## src/hdl/mcsel_pkg.sv

```systemverilog
`timescale 1ns / 1ps

package mcsel_pkg;

    // cost and index formats
    typedef logic signed [15:0] t_cost;
    typedef logic        [7:0]  t_index;
    typedef logic        [7:0]  t_prio;

    // costs above this never qualify; also the minimum when nothing qualifies
    localparam t_cost  CAP_COST   = 16'sd255;
    // result when the minimum is over the limit
    localparam t_index NONE_INDEX = 8'hff;
    // result when no entry qualified but the limit allows it
    localparam t_index NO_ENTRY   = 8'h00;

    // register map (word index taken from paddr[2])
    localparam logic REG_COST_LIMIT = 1'b0;

endpackage

```

## src/hdl/min_cost_select_priority_tiebreak.sv

```systemverilog
`timescale 1ns / 1ps

// Minimum-cost selector with priority tie-break.
// Input channel (i_in_valid / o_in_stall) carries one entry per word: a signed
// cost, a priority byte and a last flag closing the set. Entries are numbered
// from 1; only the first MAX_ENTRIES of a set compete, and only costs up to 255.
// Output channel (o_out_valid / i_out_stall) carries one word per set: the
// winning entry number, 255 when the minimum exceeds cost_limit, or 0 when
// nothing qualified but the limit allows it.
// A closing entry passes the input register, then its result is loaded into the
// result register. Throughput: one entry per cycle while o_in_stall is low;
// the compare against the running best sits between the input register
// and the best-so-far/result registers.
// The input stalls only when a closing entry waits in the input register while
// an earlier result is still held by a stalled receiver.
// cost_limit is written over the APB port at byte address 0 and reads back
// sign-extended. Reset clears the set state, the valid flags and cost_limit to 0.
module min_cost_select_priority_tiebreak #(
    parameter int MAX_ENTRIES = 24
) (
    input  logic                i_clk,
    input  logic                i_rst_n,
    // entry channel
    input  logic                i_in_valid,
    output logic                o_in_stall,
    input  logic signed [15:0]  i_cost,
    input  logic        [7:0]   i_priority_req,
    input  logic                i_last_entry,
    // result channel
    output logic                o_out_valid,
    input  logic                i_out_stall,
    output logic        [7:0]   o_chosen_index,
    // configuration port
    input  logic                psel,
    input  logic                penable,
    input  logic                pwrite,
    input  logic        [2:0]   paddr,
    input  logic        [31:0]  pwdata,
    output logic        [31:0]  prdata,
    output logic                pready
);

    localparam logic [7:0] MaxCnt = 8'(MAX_ENTRIES);

    // configuration
    mcsel_pkg::t_cost  r_cost_limit;

    // input register
    logic              r_in_valid;
    mcsel_pkg::t_cost  r_in_cost;
    mcsel_pkg::t_prio  r_in_prio;
    logic              r_in_last;

    // running best of the current set
    logic              r_have;
    mcsel_pkg::t_cost  r_best_cost;
    mcsel_pkg::t_prio  r_best_prio;
    mcsel_pkg::t_index r_best_idx;
    logic [7:0]        r_count;

    // result register
    logic              r_out_valid;
    mcsel_pkg::t_index r_chosen;

    logic              w_adv;
    logic              w_take;
    logic [7:0]        w_idx;
    logic              n_have;
    mcsel_pkg::t_cost  n_best_cost;
    mcsel_pkg::t_prio  n_best_prio;
    mcsel_pkg::t_index n_best_idx;
    mcsel_pkg::t_cost  w_min;
    mcsel_pkg::t_index n_chosen;
    logic              w_cfg_wr;

    // apb access
    assign pready   = 1'b1;
    assign w_cfg_wr = psel && penable && pwrite && (paddr[2] == mcsel_pkg::REG_COST_LIMIT);
    assign prdata   = (paddr[2] == mcsel_pkg::REG_COST_LIMIT)
                    ? {{16{r_cost_limit[15]}}, r_cost_limit} : 32'd0;

    always_ff @(posedge i_clk) begin
        if (!i_rst_n) begin
            r_cost_limit <= '0;
        end else if (w_cfg_wr) begin
            r_cost_limit <= pwdata[15:0];
        end
    end

    // the held word moves on unless it closes a set and the result slot is blocked
    assign w_adv      = r_in_valid && (!r_in_last || !r_out_valid || !i_out_stall);
    assign o_in_stall = r_in_valid && !w_adv;

    // compare against the running best
    always_comb begin
        w_idx  = r_count + 8'd1;
        w_take = (r_count < MaxCnt) && (r_in_cost <= mcsel_pkg::CAP_COST)
              && (!r_have || (r_in_cost < r_best_cost)
                  || ((r_in_cost == r_best_cost) && (r_in_prio > r_best_prio)));
        n_have      = r_have || w_take;
        n_best_cost = w_take ? r_in_cost : r_best_cost;
        n_best_prio = w_take ? r_in_prio : r_best_prio;
        n_best_idx  = w_take ? w_idx     : r_best_idx;
        w_min       = n_have ? n_best_cost : mcsel_pkg::CAP_COST;
        if (w_min > r_cost_limit) begin
            n_chosen = mcsel_pkg::NONE_INDEX;
        end else begin
            n_chosen = n_have ? n_best_idx : mcsel_pkg::NO_ENTRY;
        end
    end

    // input register
    always_ff @(posedge i_clk) begin
        if (!i_rst_n) begin
            r_in_valid <= 1'b0;
        end else if (i_in_valid && !o_in_stall) begin
            r_in_valid <= 1'b1;
        end else if (w_adv) begin
            r_in_valid <= 1'b0;
        end
    end

    always_ff @(posedge i_clk) begin
        if (i_in_valid && !o_in_stall) begin
            r_in_cost <= i_cost;
            r_in_prio <= i_priority_req;
            r_in_last <= i_last_entry;
        end
    end

    // set state: update per entry, clear after the closing entry
    always_ff @(posedge i_clk) begin
        if (!i_rst_n) begin
            r_have      <= 1'b0;
            r_best_cost <= mcsel_pkg::CAP_COST;
            r_best_prio <= '0;
            r_best_idx  <= '0;
            r_count     <= '0;
        end else if (w_adv) begin
            if (r_in_last) begin
                r_have      <= 1'b0;
                r_best_cost <= mcsel_pkg::CAP_COST;
                r_best_prio <= '0;
                r_best_idx  <= '0;
                r_count     <= '0;
            end else begin
                r_have      <= n_have;
                r_best_cost <= n_best_cost;
                r_best_prio <= n_best_prio;
                r_best_idx  <= n_best_idx;
                if (r_count < MaxCnt) begin
                    r_count <= w_idx;
                end
            end
        end
    end

    // result register
    always_ff @(posedge i_clk) begin
        if (!i_rst_n) begin
            r_out_valid <= 1'b0;
        end else if (w_adv && r_in_last) begin
            r_out_valid <= 1'b1;
        end else if (!i_out_stall) begin
            r_out_valid <= 1'b0;
        end
    end

    always_ff @(posedge i_clk) begin
        if (w_adv && r_in_last) begin
            r_chosen <= n_chosen;
        end
    end

    assign o_out_valid    = r_out_valid;
    assign o_chosen_index = r_chosen;

`ifndef SYNTHESIS
    // a new result only follows a closing entry leaving the input register
    a_result_source: assert property (@(posedge i_clk) disable iff (!i_rst_n)
        $rose(r_out_valid) |-> $past(w_adv && r_in_last))
        else $error("result appeared without a closing entry");

    // input stalls only behind a blocked result slot
    a_stall_cause: assert property (@(posedge i_clk) disable iff (!i_rst_n)
        o_in_stall |-> (r_in_valid && r_in_last && r_out_valid && i_out_stall))
        else $error("input stalled without cause");

    // set state is cleared once a set closes
    a_set_clear: assert property (@(posedge i_clk) disable iff (!i_rst_n)
        (w_adv && r_in_last) |=> (!r_have && (r_count == 8'd0)))
        else $error("set state not cleared after closing entry");

    // a held candidate always has a legal entry number
    a_best_range: assert property (@(posedge i_clk) disable iff (!i_rst_n)
        r_have |-> ((r_best_idx != 8'd0) && (r_best_idx <= MaxCnt) && (r_best_idx <= r_count)))
        else $error("candidate index out of range");
`endif

endmodule
```

## config.mk

```make
export PLATFORM = sky130hd
export DESIGN_NAME = min_cost_select_priority_tiebreak
export DESIGN_NICKNAME = d
export VERILOG_FILES = /design/src/hdl/mcsel_pkg.sv /design/src/hdl/min_cost_select_priority_tiebreak.sv
export SDC_FILE = /design/constraint.sdc
export NUM_CORES = 1
export LEC_CHECK = 0
export ABC_AREA = 1
export BUFFER_PORTS_ARGS = -buffer_cell sky130_fd_sc_hd__buf_2
export CORE_ASPECT_RATIO = 1.2
export CORE_MARGIN = 1
export CORE_UTILIZATION = 50
export DETAILED_ROUTE_END_ITERATION = 12
export PLACE_DENSITY_LB_ADDON = 0.05
export SETUP_SLACK_MARGIN = 0.4
export SYNTH_ARGS = -nofsm -noshare
export SYNTH_HDL_FRONTEND = slang
export SYNTH_SLANG_ARGS = --single-unit
```

## constraint.sdc

```tcl
create_clock -name i_clk -period 3.95 [get_ports i_clk]
set_clock_uncertainty 0.05 [all_clocks]
set_input_delay 0.79 -clock i_clk [delete_from_list [all_inputs] [get_ports i_clk]]
set_output_delay 0.79 -clock i_clk [all_outputs]
set_load 0.05 [all_outputs]
```

==> impl_metrics.toml, run 1 <==
[sta]
final_tns_setup_ps = 0
timing.max_slew.rel_slack = 0.333
grt_setup_unrepaired = "yes"
slew_viol_final = 0
timing.final.crit_period_ps = 3400
timing.final.crit_share = 0.860
finish_stage_setup_viols = 0
timing.final.hold_violations = 0
max_slew.worst_pin.slew_ps = 1000
maxClockFrequency_mhz = 294

[worst_setup_path]
worst_setup_path_start_kind = "flip-flop"
worstReg2RegEnd = "o_chosen_index[0]"
reg2reg_launch_point = "r_in_cost[7]"
worst-setup-path-type = "flip-flop to flip-flop"
critical_path_required_ps = 3990
critPathCaptureType = "flip-flop"
worstRegToRegCells = 22
rrSetupSlack_ps = 550
worstPathMaxFanout = 8
worstPathArrival_ps = 3440

[route]
finalWirelength_um = 10200
via_per_inst = 5.03
route.antenna.remaining_nets = 0
vias = 4157
drt-wirelength-per-cell_um = 12.4
route.detailed.drc = 0
drt_pre_antenna_iters = 4
dr.first_iter.drc_count = 181

[yosys]
synth.top_cells.by_count = "nand2_1 (113), inv_1 (84), a21oi_1 (70)"
synth_fa_ha_area_frac = 0.104
yosysSeqAreaShare = 0.440
synth-compound-area-share = 0.126
synth_top_family_by_area = "simple AND/OR/NAND/NOR gates"
synth_simple_gate_area_frac = 0.212
synth-seq-cells = 92
yosys.area_share.xor_xnor = 0.00355
synth_edf_count = 33
synth_cell_types = 33
yosys_most_used_dff = "dfxtp_1"
synth_most_common_cell = "nand2_1"
fraction_of_synthesized_area_in_multiplexers = 0
yosys-top-cells-area = "dfxtp_1 (24%), edfxtp_1 (20%), ha_1 (10%), nand2_1 (8.6%), a21oi_1 (7.1%)"
mappedNetlistNets = 723
synth_area_leader_cell = "dfxtp_1"
netlist.area_leader.share = 0.239
synthesis.area_per_instance_um2 = 8.02
syn-cell-area_um2 = 4930
post_synth_inst_count = 615
yosysWarnings = 0
async_flop_share = 0

[global_routing]
grt_pass1_vias = 3701
grt_first_pass_wirelength_um = 16300
track_usage = 0.197
global_route.peak_usage_layer = "met2"
grt_remaining_overflow = 0
global_route.usage.met2 = 0.325
grt_max_degree = 37
grt_util_met1 = 0.257
global_route.usage.met3 = 0.0377
grt_antenna_before_repair = 0

[hold_path]
hold_path_startpoint = "r_count[5]"
worst_hold_path_type = "flip-flop to flip-flop"
hold_path_end = "r_count[5]"
worstHoldPathCells = 2

[clocking]
clock_tree_from_tritoncts = "yes"
cts-root-to-sink-buffers = 2
clk_root_buffer_cell = "clkbuf_16"
worst_setup_hold_path_clk_slew_ps = 70
cts_inserted_buffers = 9
cts.sinks = 92
htree_levels = 3
clock_latency_at_the_later_pin_of_the_worst_skew_pair_ps = 340

[floorplanning]
core_box_area_um2 = 9560
floorplan.die_area_um2 = 10300
floorplan.die.width_um = 92.7
die_height_um = 111
row_count = 39
top_level_ports = 110
floorplan.initialDensity = 0.516

[final_layout]
final_net_count = 807
number_of_diodes_added_for_antenna_fixing = 0
post_route_cells_drive_above_1_share = 0.270
syn_to_final_growth_pct = 22.1

[flow_run]
max_cap_viol_count = 0

[pwr]
p_per_area_nw_per_um2 = 386
power.leakage_nw = 2.71
vdd_ir_drop_max_mv = 0.239
fin_total_pwr_w = 0.00233

[placement]
place_congestion = 0.839
numPortBuffers = 90
dpl.hpwl_um = 7370

[status]
result_of_the_run = "completed"
## flip-flops by register name, indices dropped and copies added, names as in the netlist
signal	cells
o_chosen_index	8
r_count	8
r_have	1
r_in_valid	1
r_best_idx	8
r_in_last	1
o_out_valid	1
r_cost_limit	16
r_best_cost	16
r_best_prio	8
r_in_prio	8
r_in_cost	16
## power by group
group	total [W]	switching [W]	leakage (nW)	internal [W]
clock network	0.000881	0.000354	0.157	0.000527
logic	0.000393	0.000248	1.76	0.000145
registers	0.00105	0.0000224	0.796	0.00103
## layer usage
layer	wire length, um	share of wire
met1	4760	0.47
met2	4940	0.48
met3	413	0.040
met4	116	0.011
met5	0	0
## logic make-up after synthesis
kind of cell | count (synthesis)
AOI/OAI and AO/OA | 118
xor gates and xnor gates | 2
adders and majority gates | 41
buffers and inverters | 125
DFF | 92
other | 1
and+or+nand+nor | 236
## how the worst max path moves through the flow
stage                        from           endpoint  slack (ps)
floorplan                paddr[2]         prdata[16]         620
global placement    r_in_cost[15]  o_chosen_index[3]         340
detailed placement  r_in_cost[15]  o_chosen_index[1]         310
CTS                 r_in_cost[15]  o_chosen_index[1]         440
global route         r_in_cost[1]  o_chosen_index[2]         340
finish               r_in_cost[7]  o_chosen_index[0]         550
## layout by cell type (no fill, tap or decap), types with 2 or more instances in the layout
cell	n
nand3_2	3
nand2_4	2
nand3_1	46
inv_2	3
nand3_4	2
a21oi_2	3
o21ai_2	5
inv_1	82
nor2_2	5
dfxtp_1	58
o21ai_0	23
clkbuf_8	2
nor3_1	3
o21ai_1	12
a21o_1	3
xor2_1	2
inv_4	3
buf_4	16
a21oi_1	67
nand2_1	103
clkbuf_16	9
buf_2	91
buf_12	2
nor2_4	3
ha_4	8
nand2_2	23
nand4_1	4
ha_1	32
edfxtp_1	33
nor2_1	40
## timing repair
action | 4_1_cts | 5_1_grt
resized for setup | 2 | 49
pin swaps | 0 | 20
hold buffers | 0 | 0
gates cloned | 0 | 2
endpoints found under the setup margin | 8 | 8
setup buffers | 0 | 11
## worst max-delay path, stage by stage (launching register included)
cell	delay, ps
edfxtp_1	450
ha_4	250
a21o_1	170
nor2_1	120
nand2_2	80
nand2_2	80
nand2_2	60
nand2_2	80
nand3_4	130
buf_12	170
a21oi_4	210
inv_4	80
and2_4	160
ha_2	150
nor2_1	90
nor2_1	50
o21a_1	170
o221ai_2	140
nand2_1	110
nand2_1	90
nand2_2	60
nand3_4	110
o21ai_1	80
## per-stage QoR
stage / setup WS, ps / instances / instance area [um2] / hold WS, ps / util
after global routing: 336 / 827 / 6020 / 418 / 0.630
after CTS: 437 / 814 / 5680 / 390 / 0.594
final: 554 / 827 / 6020 / 388 / 0.630
after detailed placement: 305 / 798 / 5370 / 380 / 0.561
after global placement: 345 / 798 / 5370 / 378 / 0.561
after floorplan: 619 / 615 / 4930 / 366 / -
## layout make-up
type,count,area (um2)
clock buffers,11,253
clock inverters,5,56.3
fillers,867,3540
inverters,87,329
multi-input cells,399,2430
flip-flops and latches,92,2170
well taps,123,154
repair buffers,110,627
Power figures use the tool's default switching activity.
==> run 2: changes to the inputs <==
--- a/config.mk
+++ b/config.mk
@@ -11,7 +11,7 @@
 export CORE_MARGIN = 1
 export CORE_UTILIZATION = 50
 export DETAILED_ROUTE_END_ITERATION = 12
-export PLACE_DENSITY_LB_ADDON = 0.05
+export PLACE_DENSITY = 0.79
 export SETUP_SLACK_MARGIN = 0.4
 export SYNTH_ARGS = -nofsm -noshare
 export SYNTH_HDL_FRONTEND = slang
==> run 2 against run 1 <==
Worst hold slack better by 7.5 ps. Wire length is 9.8% higher. Via count is 4.5% higher. Fmax is 6.5% lower.
==> impl_metrics.toml, run 2 (same netlist as run 1, synthesis figures left out) <==
[placement]
numPortBuffers = 90
placement.cell_area_um2 = 5370
dpl.hpwl_um = 7480
place_congestion = 0.838

[sta]
maxClockFrequency_mhz = 275
finish_stage_setup_viols = 0
timing.final.hold_violations = 0
grt_setup_unrepaired = "yes"
timing.final.crit_share = 0.919
fin_worst_hold_slack_ps = 396
max_slew.worst_pin.slew_ps = 1000
timing.max_slew.rel_slack = 0.333
slew_viol_final = 0
final_tns_setup_ps = 0
timing.final.crit_period_ps = 3630

[final_layout]
number_of_diodes_added_for_antenna_fixing = 0
post_route_cells_drive_above_1_share = 0.269
largest_registers = "r_best_cost (16), r_cost_limit (16), r_in_cost (16)"
final_area_um2 = 6070
syn_to_final_growth_pct = 23.0
final_net_count = 809
layout_commonest_cell = "nand2_1"
final_cell_mix = "nand2_1 (103), buf_2 (90), inv_1 (84)"

[pwr]
fin_total_pwr_w = 0.00241
vdd_ir_drop_max_mv = 0.281
p_per_area_nw_per_um2 = 398
sequential_share_of_power = 0.436
total_switching_power_w = 0.000663
clock_network_fraction_of_total_power = 0.392
combPwrFrac = 0.172
power.leakage_nw = 2.74
total_internal_power_w = 0.00175
power.switching_fraction = 0.275

[floorplanning]
core_box_area_um2 = 9560
die_height_um = 111
floorplan.die_area_um2 = 10300
floorplan.initialDensity = 0.516
top_level_ports = 110
floorplan.die.width_um = 92.7
row_count = 39

[status]
result_of_the_run = "completed"

[route]
dr.first_iter.drc_count = 298
via_per_inst = 5.24
finalWirelength_um = 11200
drt-wirelength-per-cell_um = 13.6
drt_pre_antenna_iters = 8
route.detailed.drc = 0
route.antenna.remaining_nets = 0
vias = 4342

[clocking]
cts.sinks = 92
cts_inserted_buffers = 9
clock_latency_at_the_later_pin_of_the_worst_skew_pair_ps = 350
clock_tree_from_tritoncts = "yes"
worst_setup_hold_path_clk_slew_ps = 70
htree_levels = 3
clk_root_buffer_cell = "clkbuf_16"
cts-root-to-sink-buffers = 2

[worst_setup_path]
worstRegToRegCells = 19
worstPathMaxFanout = 8
critical_path_required_ps = 4000
worst-setup-path-type = "flip-flop to flip-flop"
worstReg2RegEnd = "o_chosen_index[2]"
reg2reg_launch_point = "r_in_cost[7]"
worst_setup_path_start_kind = "flip-flop"
critPathCaptureType = "flip-flop"
worstPathArrival_ps = 3680
rrSetupSlack_ps = 320

[global_routing]
grt_remaining_overflow = 0
grt_max_degree = 37
grt_first_pass_wirelength_um = 17400
grt_pass1_vias = 3992
grt_antenna_before_repair = 0
track_usage = 0.212

[hold_path]
worst_hold_path_type = "flip-flop to flip-flop"
worstHoldPathCells = 2
hold_path_startpoint = "r_count[5]"
hold_path_end = "r_count[5]"

[flow_run]
max_cap_viol_count = 0
run 2: changes by cell type in the layout (fill, tap and decap cells not counted), sizes merged:
cell	previous run	this run
buf	110	112
clkinv	2	3
inv	89	88
run 2: repair_timing:
item | CTS | global route
endpoints found under the setup margin | 8 | 8
cloned | 0 | 1
endpoints found under the hold margin | 0 | 0
gates resized for setup | 5 | 45
buffers inserted | 0 | 14
hold buffers | 0 | 0
pin swaps | 0 | 31
run 2: critical path, stage by stage, from the launching register on:
cell,delay (ps)
edfxtp_1,410
ha_1,340
a21o_1,200
nor2_2,100
nand2_1,100
nand2_2,90
nand2_1,70
nand2_2,90
nand3_4,180
nand2_8,170
buf_6,150
nand2_2,60
nand2_1,110
nor2_2,50
ha_1,290
a21o_1,220
a211oi_2,360
nand3_4,120
nand3_4,130
o21ai_1,80
run 2: power groups by stage:
| stage | Sequential, W | Clock (W) | Combinational [W] |
|---|---|---|---|
| final | 0.00105 | 0.000947 | 0.000415 |
| after global placement | 0.00107 | 0 | 0.000325 |
| after CTS | 0.00105 | 0.000958 | 0.000348 |
| after global routing | 0.00106 | 0.000997 | 0.000460 |
| after detailed placement | 0.00107 | 0 | 0.000340 |
| after floorplan | 0.00108 | 0 | 0.000242 |
run 2: how the worst max path moves through the flow:
stage,endpoint,depth (start not counted),from
3_5_place_dp,o_chosen_index[3],20,r_in_cost[15]
4_1_cts,o_chosen_index[3],20,r_in_cost[7]
6_report,o_chosen_index[2],19,r_in_cost[7]
5_1_grt,o_chosen_index[2],22,r_in_cost[1]
3_3_place_gp,o_chosen_index[4],23,r_in_cost[7]
2_1_floorplan,prdata[16],3,paddr[2]
run 2: final cells by class:
cell class	count	area, um2
flip-flops and latches	92	2170
clock buffers	11	275
inverters	87	329
well taps	123	154
repair buffers	112	627
fillers	780	3490
multi-input cells	399	2450
clock inverters	5	61.3
run 2: through the flow:
stage	instances	utilization	setup slack [ps]
detailed placement	798	0.561	277
CTS	814	0.600	414
global placement	798	0.561	357
global route	829	0.635	141
finish	829	0.635	320
floorplan	615	-	619
run 2: routing by layer:
metal / part of all wire / track usage / wire length [um]
met1: 0.42 / 0.253 / 4710
met2: 0.50 / 0.363 / 5580
met3: 0.057 / 0.0329 / 635
met4: 0.028 / 0.116 / 316
met5: 0 / 0 / 0
==> run 3: changes to the inputs <==
--- a/config.mk
+++ b/config.mk
@@ -6,12 +6,13 @@
 export NUM_CORES = 1
 export LEC_CHECK = 0
 export ABC_AREA = 1
-export BUFFER_PORTS_ARGS = -buffer_cell sky130_fd_sc_hd__buf_2
 export CORE_ASPECT_RATIO = 1.2
 export CORE_MARGIN = 1
 export CORE_UTILIZATION = 50
 export DETAILED_ROUTE_END_ITERATION = 12
-export PLACE_DENSITY = 0.79
+export DONT_BUFFER_PORTS = 1
+export GPL_TIMING_DRIVEN = 0
+export PLACE_DENSITY = 0.69
 export SETUP_SLACK_MARGIN = 0.4
 export SYNTH_ARGS = -nofsm -noshare
 export SYNTH_HDL_FRONTEND = slang
==> run 3 against run 2 <==
Wire length down 2.2%. Via count down 5.5%. Non-clock buffer count down 56. Design area down 5.3%. Global-route usage up 0.21 points. Worst hold slack worse by 5.2 ps. Critical path depth up 5. Register-to-register slack better by 70 ps. Sequential cell count unchanged. Combinational power down 14%. Total power down 4.7%. Critical endpoint is now o_chosen_index[1].
==> impl_metrics.toml, run 3 (same netlist as run 1, synthesis figures left out) <==
[sta]
maxClockFrequency_mhz = 281
final_critical_path_setup_slack_ps = 391
final_tns_setup_ps = 0
timing.final.crit_period_ps = 3560
timing.final.crit_share = 0.901
finish_stage_setup_viols = 0
timing.final.hold_violations = 0
grt_setup_unrepaired = "yes"
timing.max_slew.rel_slack = 0.369
slew_viol_final = 0
max_slew.worst_pin.slew_ps = 942

[final_layout]
syn_to_final_growth_pct = 16.5
final_cell_mix = "nand2_1 (109), inv_1 (84), a21oi_1 (68)"
final_net_count = 752
final_area_um2 = 5750
post_route_cells_drive_above_1_share = 0.163
multiInputGateArea_um2 = 2360
largest_registers = "r_best_cost (16), r_cost_limit (16), r_in_cost (16)"
number_of_diodes_added_for_antenna_fixing = 0
layout.area.seq_um2 = 2170
fillCellCount = 822
layout_commonest_cell = "nand2_1"
postLayoutCoreUtil = 0.601

[pwr]
power.leakage_nw = 2.44
vdd_ir_drop_max_mv = 0.272
total_switching_power_w = 0.000618
clock_network_fraction_of_total_power = 0.379
total_internal_power_w = 0.00168
p_per_area_nw_per_um2 = 400
power.switching_fraction = 0.269
sequential_share_of_power = 0.465
combPwrFrac = 0.156

[route]
route.antenna.remaining_nets = 0
finalWirelength_um = 11000
route.detailed.drc = 0
drt_pre_antenna_iters = 6
vias = 4103
via_per_inst = 5.31
dr.first_iter.drc_count = 324
drt-wirelength-per-cell_um = 14.2

[floorplanning]
row_count = 39
core_box_area_um2 = 9560
floorplan.die_area_um2 = 10300
top_level_ports = 110
floorplan.initialDensity = 0.516
floorplan.die.width_um = 92.7
die_height_um = 111

[clocking]
htree_levels = 3
cts-root-to-sink-buffers = 2
cts.sinks = 92
clock_latency_at_the_later_pin_of_the_worst_skew_pair_ps = 340
cts_inserted_buffers = 9
worst_setup_hold_path_clk_slew_ps = 60
clk_root_buffer_cell = "clkbuf_16"
clock_tree_from_tritoncts = "yes"

[placement]
numPortBuffers = 0
preCtsSetupSlack_ps = 89.5
place_congestion = 0.863
dpl.hpwl_um = 7930
placement.cell_area_um2 = 5120

[worst_setup_path]
critical_path_required_ps = 3990
reg2reg_launch_point = "r_in_cost[5]"
worst_setup_path_start_kind = "flip-flop"
critPathCaptureType = "flip-flop"
worstPathArrival_ps = 3600
setup.worst_path.start = "r_in_cost[5]"
worstPathMaxFanout = 8
worst-setup-path-type = "flip-flop to flip-flop"

[global_routing]
track_usage = 0.215
grt_pass1_vias = 3800
grt_antenna_before_repair = 0
grt_first_pass_wirelength_um = 17200
grt_max_degree = 22
grt_remaining_overflow = 0

[status]
result_of_the_run = "completed"

[flow_run]
max_cap_viol_count = 0

[hold_path]
hold_path_startpoint = "r_count[5]"
worst_hold_path_type = "flip-flop to flip-flop"
[run 3: changes by cell type in the layout (fill, tap and decap cells not counted), moves of 2 or more]
cell and change:
buf_12 +2, nand2_2 -5, buf_4 +12, buf_2 -88
clkbuf_1 +15, nand2_1 +6, inv_6 -2, nand3_1 +2
clkbuf_8 +2, dfxtp_2 -2, ha_1 +2, dfxtp_1 +2
ha_4 -2
[run 3: cell type report]
class                      instances  area share
buffer                            38      0.0438
inverter                          87      0.0573
clock buffer                      12      0.0446
multi-input combinational        398       0.411
sequential                        92       0.378
timing repair buffer              18      0.0307
clock inverter                     4     0.00806
tap                              123      0.0268
[run 3: worst max-delay path: stages, from the launching register on]
cell and delay, ps:
edfxtp_1 470, ha_4 330, nand2_2 50, nor2_2 120, nand4_1 130, nor2_2 110, nand3_1 80, nand2_1 70
inv_2 50, nand3_4 120, nand2_8 90, buf_12 160, o21ai_4 130, nand2_1 80, ha_1 290, inv_1 40
nor2_1 80, nor2_1 50, o21a_1 180, o221ai_2 160, nand2_1 90, nand2_1 90, nand2_2 70, nand3_4 130
o21ai_1 80
[run 3: final timing paths]
path / end / slack [ps] / cells after the start
min reg2reg: r_count[5] / 390 / 2
max: o_chosen_index[1] / 390 / 24
min: r_count[5] / 390 / 2
max reg2reg: o_chosen_index[1] / 390 / 24
[run 3: timing repair]
| action | in CTS | in global routing |
|---|---|---|
| pin swaps | 1 | 17 |
| setup endpoints to repair | 8 | 8 |
| setup buffers | 4 | 11 |
| gates cloned | 0 | 1 |
| gates resized for setup | 8 | 27 |
| hold buffers | 0 | 0 |
[run 3: metal layers]
layer | up-vias | part of all wire | global-route usage
li1 | 2057 | - | -
met3 | 23 | 0.057 | 0.0508
met2 | 150 | 0.49 | 0.364
met5 | - | 0 | 0
met4 | 0 | 0.023 | 0.0903
met1 | 1873 | 0.43 | 0.258
[run 3: power by group through the flow]
stage / Clock [W] / Combinational (W) / Sequential (W)
after floorplan: 0 / 0.000242 / 0.00108
after detailed placement: 0 / 0.000304 / 0.00109
after global placement: 0 / 0.000291 / 0.00109
after global routing: 0.000930 / 0.000403 / 0.00107
after CTS: 0.000894 / 0.000318 / 0.00107
final: 0.000872 / 0.000358 / 0.00107
[run 3: metrics by stage]
stage	hold WS, ps	power [W]	cells
after floorplan	366	0.00132	615
after global placement	378	0.00138	738
after detailed placement	384	0.00139	740
after CTS	393	0.00228	760
after global routing	417	0.00241	772
final	391	0.00230	772
